==> src/sv/slotted_page_row_store_assert.svh <==
// assertion macros used by the slotted page row store sequencer
// expects aclk and aresetn in the scope of each use
`ifndef SLOTTED_PAGE_ROW_STORE_ASSERT_SVH
`define SLOTTED_PAGE_ROW_STORE_ASSERT_SVH

// condition holds at every edge out of reset
`define SPR_ASSERT_HOLDS(lbl, cond, msg) \
    lbl: assert property (@(posedge aclk) disable iff (!aresetn) (cond)) else $error(msg);

// antecedent implies consequent in the same cycle
`define SPR_ASSERT_IMPLIES(lbl, ante, cons, msg) \
    lbl: assert property (@(posedge aclk) disable iff (!aresetn) (ante) |-> (cons)) \
        else $error(msg);

`endif

==> src/sv/spr_pkg.sv <==
// types, codes and constants of the slotted page row store
// no dependencies
`timescale 1ns / 1ps
`default_nettype none

package spr_pkg;

    localparam int PAGE_WORDS  = 1024;
    localparam int ADDR_W      = $clog2(PAGE_WORDS);
    localparam int MAX_ROW_LEN = 64;
    localparam int LEN_W       = 7;
    localparam int SUM_W       = ADDR_W + 1;
    localparam int WORD_W      = 16;

    // input item kinds
    localparam logic [1:0] KIND_INS_START = 2'd0;
    localparam logic [1:0] KIND_INS_DATA  = 2'd1;
    localparam logic [1:0] KIND_GET       = 2'd2;
    localparam logic [1:0] KIND_DELETE    = 2'd3;

    // result kinds
    localparam logic [1:0] RK_INSERT = 2'd0;
    localparam logic [1:0] RK_BYTE   = 2'd1;
    localparam logic [1:0] RK_DELETE = 2'd2;

    // status codes
    localparam logic [2:0] ST_OK        = 3'd0;
    localparam logic [2:0] ST_NO_SPACE  = 3'd1;
    localparam logic [2:0] ST_TOO_LONG  = 3'd2;
    localparam logic [2:0] ST_BAD_INDEX = 3'd3;
    localparam logic [2:0] ST_EMPTY     = 3'd4;

    typedef struct packed {
        logic [1:0]       kind;
        logic [LEN_W-1:0] row_len;
        logic [7:0]       data_byte;
        logic [9:0]       row_index;
    } in_item_t;

    typedef struct packed {
        logic [1:0] result_kind;
        logic [2:0] status;
        logic [9:0] slot_index;
        logic [7:0] out_byte;
        logic       last;
    } out_item_t;

    function automatic out_item_t make_res(logic [1:0] rk, logic [2:0] st,
                                           logic [9:0] slot, logic [7:0] b,
                                           logic lst);
        out_item_t r;
        r.result_kind = rk;
        r.status      = st;
        r.slot_index  = slot;
        r.out_byte    = b;
        r.last        = lst;
        return r;
    endfunction

endpackage

`default_nettype wire

==> src/sv/spr_out.sv <==
// result output register between the sequencer and the result channel
// depends on spr_pkg
`timescale 1ns / 1ps
`default_nettype none

module spr_out
    import spr_pkg::*;
(
    input  wire logic      aclk,
    input  wire logic      aresetn,
    input  wire logic      res_valid,
    output logic           res_ready,
    input  wire out_item_t res_item,
    output logic           m_valid,
    input  wire logic      m_ready,
    output out_item_t      m_item
);

    logic      valid_reg;
    out_item_t item_reg;

    assign res_ready = !valid_reg || m_ready;
    assign m_valid   = valid_reg;
    assign m_item    = item_reg;

    // load on handshake, drop when taken
    always_ff @(posedge aclk) begin
        if (!aresetn) begin
            valid_reg <= 1'b0;
        end else if (res_ready) begin
            valid_reg <= res_valid;
        end
        if (res_valid && res_ready) begin
            item_reg <= res_item;
        end
    end

endmodule

`default_nettype wire

==> config.mk <==
export PLATFORM = sky130hd
export DESIGN_NAME = spr_out
export DESIGN_NICKNAME = d
export VERILOG_FILES = /design/src/sv/slotted_page_row_store_assert.svh /design/src/sv/spr_pkg.sv /design/src/sv/spr_out.sv
export SDC_FILE = /design/constraint.sdc
export NUM_CORES = 1
export LEC_CHECK = 0
export BUFFER_PORTS_ARGS = -buffer_cell sky130_fd_sc_hd__buf_2
export CAP_MARGIN = 10
export CORE_MARGIN = 8
export CORE_UTILIZATION = 30
export CTS_BUF_LIST = sky130_fd_sc_hd__clkbuf_4 sky130_fd_sc_hd__clkbuf_8 sky130_fd_sc_hd__clkbuf_16
export DETAILED_ROUTE_END_ITERATION = 7
export SLEW_MARGIN = 30
export SYNTH_ARGS = -nofsm -noshare
export SYNTH_HDL_FRONTEND = slang
export SYNTH_SLANG_ARGS = --single-unit
==> constraint.sdc <==
create_clock -name aclk -period 1.1 [get_ports aclk]
set_input_delay 0.11 -clock aclk [delete_from_list [all_inputs] [get_ports aclk]]
set_output_delay 0.11 -clock aclk [all_outputs]
set_load 0.01 [all_outputs]
# [After elaboration in Yosys (flattened, before gate mapping)]
# Index checks and enable logic that the tools add are counted.
[totals] out_inout_bits=26 regBits=25 wordCells=9 in_bits=28
[classes] reduce_logical=3
[ops] op="$logic_and A1 B1 Y1" n=1
[ops] op="$logic_not A1 Y1" n=1
[ops] op="$logic_or A1 B1 Y1" n=1

# [Depth between registers and ports, before layout]
# Gate-level depths: netlist of run 1.
[depth] depth_word=3 ltp_mapped=2 mapped_depth_nobuf=2

# [Worst setup path after synthesis of run 1]
# OpenSTA, ideal clock, no wires.
[synth_path] path_type="reg2reg" startpoint="register valid_reg (netlist: m_valid)" endpoint="register item_reg, in the netlist m_item[0], enable pin" required_time_ns=0.774 t_arrival_ns=0.740 setup_time_ns=0.326 path_buffers=0 synth_period_minus_slack_ns=1.066 path_slack_ns=0.034 stages_incl_launch_ff=3 path_cell_list="dfxtp_1 nand2b_4 and2_4"
[synth_between] elab_chain_len=3
[synth_lines] element="start: declaration" line="spr_out.sv:19" source="logic valid_reg;"
[synth_lines] element="start signal: assignment" line="spr_out.sv:31" source="valid_reg <= res_valid;"
[synth_lines] element="$logic_not A1 Y1" line="spr_out.sv:22" source="assign res_ready = !valid_reg || m_ready;"
[synth_lines] element="$logic_or A1 B1 Y1" line="spr_out.sv:22"
[synth_lines] element="named net res_ready" line="spr_out.sv:12" source="output logic res_ready,"
[synth_lines] element="$logic_and A1 B1 Y1" line="spr_out.sv:33" source="if (res_valid && res_ready) begin"
[synth_lines] element="end signal: assignment" line="spr_out.sv:34" source="item_reg <= res_item;"
[synth_lines] element="end: declaration" line="spr_out.sv:20" source="out_item_t item_reg;"
# The timed path passes the listed nets, and every way through them passes these cells.
# A chain may end at the register's enable or synchronous reset.

# [Final worst setup path of run 1]
[layout_path] startpoint="register valid_reg (netlist: m_valid)" endpoint="output res_ready"
[layout_between] elab_chain_len=2
[layout_lines] element="$logic_not A1 Y1" line="spr_out.sv:22"
[layout_lines] element="$logic_or A1 B1 Y1" line="spr_out.sv:22"
[layout_lines] element="end: declaration" line="spr_out.sv:12"
# Every way passes these cells.

==> summary.md, run 1 <==
| Metric | Value |
|---|---|
| Clock Skew | 2.62 ps |
| Gr ovfl total | 0 |
| CP Launch Type | register |
| Pin count of the biggest net entering global routing | 14 |
| H-tree levels | 1 |
| VDD IR max | 728 uV |
| Min-delay src | aresetn |
| Placed cells | 112 |
| RSZ-0062 raised after global routing | false |
| Tot GR Track Use | 9.84% |
| CP endpoint kind | primary output |
| Combinational share of power | 13.4% |
| Routed WL | 2230 microns |
| Largest cells by area after synthesis | edfxtp_1 93%, dfxtp_1 2.6%, nand2b_4 1.8% |
| Number of routed nets with antenna violations | 0 |
| CP max stage delay | 400 ps |
| Iteration-0 DRC Markers | 16 |
| Initial Utilization | 31.4% |
| GR Util met1 | 9.21% |
| TritonCTS clock tree | yes |
| CP max FO | 4 |
| Pleak | 0.593 nW |
| # fillers | 219 |
| Tot Pwr | 1.78 mW |
| Initial antenna violation count | 0 |
| Hold Path Sink | m_valid |
| Mapped Cells | 29 |
| Fin area | 1360 sq um |
| Cell Chain, Critical Path | nand2b_4 -> buf_2 |
| Worst slew pin tran | 172 ps |
| Ports | 54 |
| Fmax | 962 MHz |
| Syn nets | 57 |
| Vias in the first global route | 663 |
| Cell Pwr Density | 1310 nW/um^2 |
| Vias/cell | 4.14 |
| Met2 Use GR | 17.7% |
| Final std cells w/o fill | 141 |
| Net Sw Frac | 21.0% |
| Clock tree buffer depth | 2 |
| Clock root buffer | clkbuf_4 |
| WP data arrival | 930 ps |
| Sw Pwr | 0.375 mW |
| Worst min path class | in2reg |
| Full die area | 4480 sq um |
| Post-route setup TNS | 0 ps |
| Post-synth top area share | 92.6% |
| Distinct cell type count after synthesis | 6 |
| Core ar. | 2480 sq um |
| Util after Layout | 54.9% |
| Status | complete, no violations |
| Gpl congestion | 0.664 |
| Final WS setup | 60.3 ps |
| Rows | 18 |
| Met3 Use GR | 3.36% |
| Pre-CTS setup slack | 5.76 ps |
| Total vias in the final route | 584 |
| Tmin final | 1040 ps |
| Fin. max-slew vios | 0 |
| Global-route wire length before repair | 3210 microns |
| First-pass DRT Iterations | 2 |
| Grt peak-use layer | met2 |
| Reg power frac | 62.8% |
| Synth-to-Final Area Change | 74.8% |
| Total CTS buffers | 3 |
| CP Launch Point | m_valid |
| Share of layout cells above drive strength 1 | 55.0% |
| Register area share after synthesis | 95.2% |
| Part of the power in the clock network | 23.7% |
| Worst-Skew Late Latency | 310 ps |
| Syn Area/Cell | 26.8 sq um |
| Critical Path RT | 990 ps |
| Final hold vios | 0 |
| N_diodes | 0 |
| Die Width | 66.9 microns |
| Slowest CP cell | dfxtp_1 |
| Layout Nets | 140 |
| Max Cap Viol | 0 |
| Worst r2r src | m_valid |
| Final setup fails | 0 |
| Cell area after synthesis | 778 sq um |
| Ys Warns | 0 |
| Dpl cell area | 1080 sq um |
| Crit-path leading delay family | flip-flops |
| Post-CTS Setup Inserts | 0 |
| Clock slew at reported path FFs | 130 ps |
| Worst Reg-to-Reg Cells | 2 |
| CP Buf/Inv Count | 1 |
| Hold_ws | 30.6 ps |
| #FFs+latches synth | 25 |
| Reg2Reg Setup Slack | 120 ps |
| Drt drc | 0 |
| Worst Hold Path Cells | 2 |
| Crit path kind | reg2out |
| Final period util | 94.5% |
| Port Buffer Count | 53 |
| Clk sinks | 25 |
| Drt wl/cell | 15.8 microns |
| Yosys top cell by area | edfxtp_1 |
| Pint | 1.41 mW |
| Chip height | 66.9 microns |
| FF-to-FF End | m_item[11] |
| Slew margin rel. | 88.5% |
[kinds of logic (layout without fill, tap and decap cells)]
group / Yosys count / in the layout / share of synthesized area, %
buf+inv: 1 / 82 / 0.482
flops: 25 / 25 / 95.2
compound gates: 1 / 1 / 1.45
simple gates: 2 / 3 / 2.89
[area by class of cell]
type	count	area (sq um)	share of cell area [%]
clock buffer	4	30.0	2.21
inverter	1	3.75	0.276
multi-input combinational	4	42.5	3.13
sequential	25	741	54.5
tap	30	37.5	2.76
timing repair buffer	77	505	37.2
[layer usage]
layer	up-vias	part of all wire (%)
met2	31	51
met1	269	36
met4	0	2.2
met3	4	10
li1	280	-
met5	-	0
[timing repair]
action / CTS / global route
hold buffers: 24 / 0
gates cloned: 1 / 0
resized for setup: 0 / 1
endpoints found under the setup margin: 24 / 12
pin swaps: 1 / 0
endpoints found under the hold margin: 24 / 0
[cells in the mapped netlist]
cell type,instances
inv_1,1
a21boi_2,1
nand2b_4,1
dfxtp_1,1
and2_4,1
edfxtp_1,24
[flip-flops by register name, indices dropped and copies added, names as in the netlist]
signal,count
m_item,24
m_valid,1
[worst max-delay path by stage]
stage                            end  cells after the start
after detailed placement   m_item[3]                      2
final                      res_ready                      2
after global placement    m_item[19]                      2
after floorplan            m_item[0]                      2
after global routing       res_ready                      2
after CTS                 m_item[11]                      2
[power by group through the flow]
stage | Combinational, mW | Clock, mW | Sequential (mW)
2_1_floorplan | 0.0276 | 0 | 1.18
3_3_place_gp | 0.165 | 0 | 1.14
3_5_place_dp | 0.169 | 0 | 1.14
4_1_cts | 0.237 | 0.431 | 1.12
5_1_grt | 0.257 | 0.466 | 1.13
6_report | 0.240 | 0.423 | 1.12
[layout by cell type, fill, tap and decap left out, drive strengths merged]
cell,count
edfxtp,24
nand2b,1
buf,53
clkbuf,4
dfxtp,1
a21boi,1
dlygate4sd3,24
inv,1
and2,2
Note: power is estimated with default switching activity, not from simulation.
==> run 2, diff against run 1 <==
- CELL_PAD_IN_SITES_DETAIL_PLACEMENT: not set -> 1
- CELL_PAD_IN_SITES_GLOBAL_PLACEMENT: not set -> 2
- CORE_UTILIZATION: 30 -> 25
- PLACE_DENSITY_LB_ADDON: not set -> 0.1
==> summary.md, run 2 (synthesized netlist as in run 1, its figures left out) <==
| Metric | Value |
|---|---|
| Crit path kind | reg2out |
| Fmax | 964 MHz |
| Cell Pwr Density | 1300 nW/um^2 |
| Total CTS buffers | 3 |
| Vias/cell | 4.06 |
| Most frequent cells in the layout | 53 x buf_2, 24 x dlygate4sd3_1, 24 x edfxtp_1 |
| Initial antenna violation count | 0 |
| CP endpoint kind | primary output |
| Max Cap Viol | 0 |
| Final hold vios | 0 |
| Reg power frac | 63.6% |
| Final setup fails | 0 |
| Layout Nets | 140 |
| Most common cell after layout, fill and taps aside | buf_2 |
| CP Buf/Inv Count | 1 |
| Share of layout cells above drive strength 1 | 55.0% |
| Cell Chain, Critical Path | nand2b_4 -> buf_2 |
| Crit-path leading delay family | flip-flops |
| Die Width | 71.8 microns |
| CP max FO | 4 |
| Util after Layout | 45.3% |
| Rows | 20 |
| CP Launch Point | m_valid |
| Total vias in the final route | 584 |
| CP max stage delay | 390 ps |
| Part of the power in the clock network | 22.9% |
| FF-to-FF End | m_item[23] |
| Number of routed nets with antenna violations | 0 |
| Placed cells | 115 |
| Slowest CP cell | dfxtp_1 |
| Clock slew at reported path FFs | 130 ps |
| Worst r2r src | m_valid |
| Hold_ws | 28.1 ps |
| Post-CTS Setup Inserts | 0 |
| Initial Utilization | 25.9% |
| Clock root buffer | clkbuf_4 |
| Routed WL | 2270 microns |
| Worst-Skew Late Latency | 310 ps |
| Core ar. | 3000 sq um |
| Tot Pwr | 1.76 mW |
| Post-route setup TNS | 0 ps |
| Port Buffer Count | 53 |
| Full die area | 5150 sq um |
| Net Sw Frac | 21.8% |
| Status | complete, no violations |
| Pint | 1.38 mW |
| Slew margin rel. | 88.1% |
| # fillers | 325 |
| Pleak | 0.592 nW |
| TritonCTS clock tree | yes |
| Fin. max-slew vios | 0 |
| Max reg flops | 24 |
| Worst min path class | in2reg |
| Gpl congestion | 0.612 |
| Worst path depth | 2 |
| CP Launch Type | register |
| VDD IR max | 528 uV |
| Chip height | 71.8 microns |
| Global-route wire length before repair | 3530 microns |
| H-tree levels | 1 |
| N_diodes | 0 |
| Tot GR Track Use | 9.06% |
| Iteration-0 DRC Markers | 13 |
| Worst slew pin tran | 178 ps |
| Critical Path RT | 990 ps |
| Crit path capture | res_ready |
| Sw Pwr | 0.385 mW |
| WP data arrival | 930 ps |
| Final period util | 94.3% |
| Clk sinks | 25 |
| Reg2Reg Setup Slack | 120 ps |
| Gr ovfl total | 0 |
| Ports | 54 |
| Clock Skew | 3.23 ps |
| Storage cell area | 741 sq um |
| Drt drc | 0 |
| Worst Reg-to-Reg Cells | 2 |
| Combinational share of power | 13.5% |
| Pin count of the biggest net entering global routing | 15 |
| Clock tree buffer depth | 2 |
| Area of the multi-input gates | 42.5 sq um |
| Final std cells w/o fill | 144 |
| First-pass DRT Iterations | 2 |
| RSZ-0062 raised after global routing | false |
| Tmin final | 1040 ps |
| Vias in the first global route | 715 |
| Synth-to-Final Area Change | 74.9% |
| Drt wl/cell | 15.7 microns |
[run 2: layout make-up]
type / count / share of cell area (%)
clock buffers: 3 / 1.65
clock inverters: 1 / 0.368
inverters: 1 / 0.276
multi-input cells: 4 / 3.12
flip-flops and latches: 25 / 54.4
well taps: 33 / 3.03
repair buffers: 77 / 37.1
[run 2: how the worst min path moves through the flow]
stage	from	slack (ps)	to	cells past startpoint
detailed placement	res_item[2]	290	m_item[2]	1
finish	aresetn	30	m_valid	2
floorplan	res_item[0]	210	m_item[0]	0
global placement	res_item[17]	290	m_item[17]	1
global route	aresetn	30	m_valid	2
CTS	aresetn	10	m_valid	2
[run 2: per-layer routing]
| metal | GRT usage (%) | share of wire, % |
|---|---|---|
| met2 | 18.4 | 59 |
| met5 | 0 | 0 |
| met4 | 2.72 | 0 |
| met3 | 3.21 | 7.1 |
| met1 | 7.86 | 34 |
[run 2: stage by stage]
step | instance area, sq um | setup WS [ps]
6_report | 1360 | 62.3
4_1_cts | 1360 | 3.39
3_3_place_gp | 1080 | 25.8
5_1_grt | 1360 | 7.27
3_5_place_dp | 1080 | 0.124
2_1_floorplan | 778 | 33.8
[run 2: power by group through the flow]
stage / combinational, mW / sequential (mW) / clock (mW)
2_1_floorplan: 0.0276 / 1.18 / 0
3_3_place_gp: 0.167 / 1.14 / 0
3_5_place_dp: 0.170 / 1.15 / 0
4_1_cts: 0.240 / 1.12 / 0.430
5_1_grt: 0.259 / 1.13 / 0.461
6_report: 0.238 / 1.12 / 0.404
[run 2: what timing repair did]
item                                   4_1_cts  5_1_grt
resized for setup                            0        1
cloned                                       1        0
setup endpoints to repair                   24       12
hold buffers                                24        0
endpoints found under the hold margin       24        0
pin swaps                                    1        0
==> run 3, diff against run 2 <==
- CORE_ASPECT_RATIO: not set -> 2
- clock period: 1.1 -> 1.07 ns (I/O delays scaled with it)
==> summary.md, run 3 (synthesized netlist as in run 1, its figures left out) <==
| Metric | Value |
|---|---|
| Cell Chain, Critical Path | nand2b_4 -> and2_4 |
| Pleak | 0.504 nW |
| Die Width | 55.5 microns |
| Most common cell after layout, fill and taps aside | buf_2 |
| Critical Path RT | 1040 ps |
| Final setup fails | 0 |
| Clock root buffer | clkbuf_8 |
| Fmax | 1030 MHz |
| Max reg flops | 24 |
| Worst-Skew Late Latency | 260 ps |
| CP Launch Point | m_valid |
| Routed WL | 1930 microns |
| CP max stage delay | 340 ps |
| Slowest CP cell | dfxtp_2 |
| Share of layout cells above drive strength 1 | 71.3% |
| Tot GR Track Use | 7.54% |
| Grt peak-use layer | met2 |
| Gr ovfl total | 0 |
| Gpl congestion | 0.609 |
| Total CTS buffers | 3 |
| Full die area | 5260 sq um |
| GR Util met1 | 6.48% |
| CP max FO | 12 |
| Chip height | 94.9 microns |
| Cell Pwr Density | 1650 nW/um^2 |
| Vias in the first global route | 602 |
| CP Launch Type | register |
| Final period util | 90.3% |
| Met2 Use GR | 14.1% |
| Met3 Use GR | 3.49% |
| VDD IR max | 803 uV |
| Fin. max-slew vios | 0 |
| Initial antenna violation count | 0 |
| CP endpoint kind | register |
| Clock Skew | 1.62 ps |
| Global-route wire length before repair | 3110 microns |
| Max Cap Viol | 0 |
| Rows | 28 |
| Slew margin rel. | 88.8% |
| WP data arrival | 940 ps |
| Post-CTS Hold Buffers | 0 |
| Tmin final | 966 ps |
| Worst min path class | in2reg |
| Drt drc | 0 |
| Initial Utilization | 26.1% |
| Hold_ws | 12.1 ps |
| Crit path kind | reg2reg |
| Layout Nets | 116 |
| Vias/cell | 4.21 |
| Clock slew at reported path FFs | 80 ps |
| Clk sinks | 25 |
| Ports | 54 |
| Core ar. | 2980 sq um |
| Drt wl/cell | 16.5 microns |
| TritonCTS clock tree | yes |
| Final hold vios | 0 |
| N_diodes | 0 |
| Most frequent cells in the layout | 52 x buf_2, 24 x edfxtp_1, 3 x clkbuf_8 |
| Worst r2r src | m_valid |
| Synth-to-Final Area Change | 47.3% |
| Worst slew pin tran | 169 ps |
| First-pass DRT Iterations | 2 |
| Pre-CTS setup slack | -2.99 ps |
| Iteration-0 DRC Markers | 1 |
| Total vias in the final route | 493 |
| Pin count of the biggest net entering global routing | 14 |
| Min-delay src | res_item[12] |
| Final WS setup | 104 ps |
| Clock tree buffer depth | 2 |
| H-tree levels | 1 |
| RSZ-0062 raised after global routing | false |
| Port Buffer Count | 53 |
| Number of routed nets with antenna violations | 0 |
| Status | complete, no violations |
==> run 3: worst paths after layout <==
| check | end | slack, ps | cells after the start |
|---|---|---|---|
| setup / recovery | m_item[5] | 100 | 2 |
| hold / removal | m_item[12] | 10 | 1 |
| setup reg to reg | m_item[5] | 100 | 2 |
| hold reg to reg | m_valid | 510 | 2 |
==> run 3: layout make-up <==
class | instances | area (sq um)
fillers | 330 | 1830
flip-flops and latches | 25 | 742
repair buffers | 53 | 272
clock buffers | 4 | 48.8
multi-input cells | 4 | 42.5
well taps | 30 | 37.5
inverters | 1 | 3.75
==> run 3: critical path, delay by kind of cell (launching register included) <==
family	cells	cell delay, ps
DFF	1	340
and+or+nand+nor	2	340
==> run 3: where the power goes <==
part / total [mW] / internal, mW / switching [mW] / leakage [nW]
combinational: 0.176 / 0.0842 / 0.0918 / 0.237
clock: 0.564 / 0.291 / 0.273 / 0.0262
sequential: 1.15 / 1.14 / 0.0135 / 0.241
==> run 3: per-layer routing <==
metal	vias up	share of wire, %	wire length (microns)
li1	227	-	-
met1	224	34	660
met2	39	54	1040
met3	3	10	202
met4	0	1.7	32
met5	-	0	0
==> run 3: through the flow <==
stage,util (%),power [mW],cell area [sq um],std cells,TNS [ps]
5_1_grt,38.5,1.97,1150,117,0
2_1_floorplan,-,1.24,778,29,0
4_1_cts,38.5,1.93,1150,118,0
6_report,38.5,1.89,1150,117,0
3_3_place_gp,36.6,1.35,1090,113,0
3_5_place_dp,36.6,1.35,1090,113,-43.7
==> run 3: what timing repair did <==
action                                  CTS  global route
cloned                                    1             0
endpoints found under the setup margin   25            13
pin swaps                                 1             0
setup buffers                             0             0
gates resized for setup                   1             2
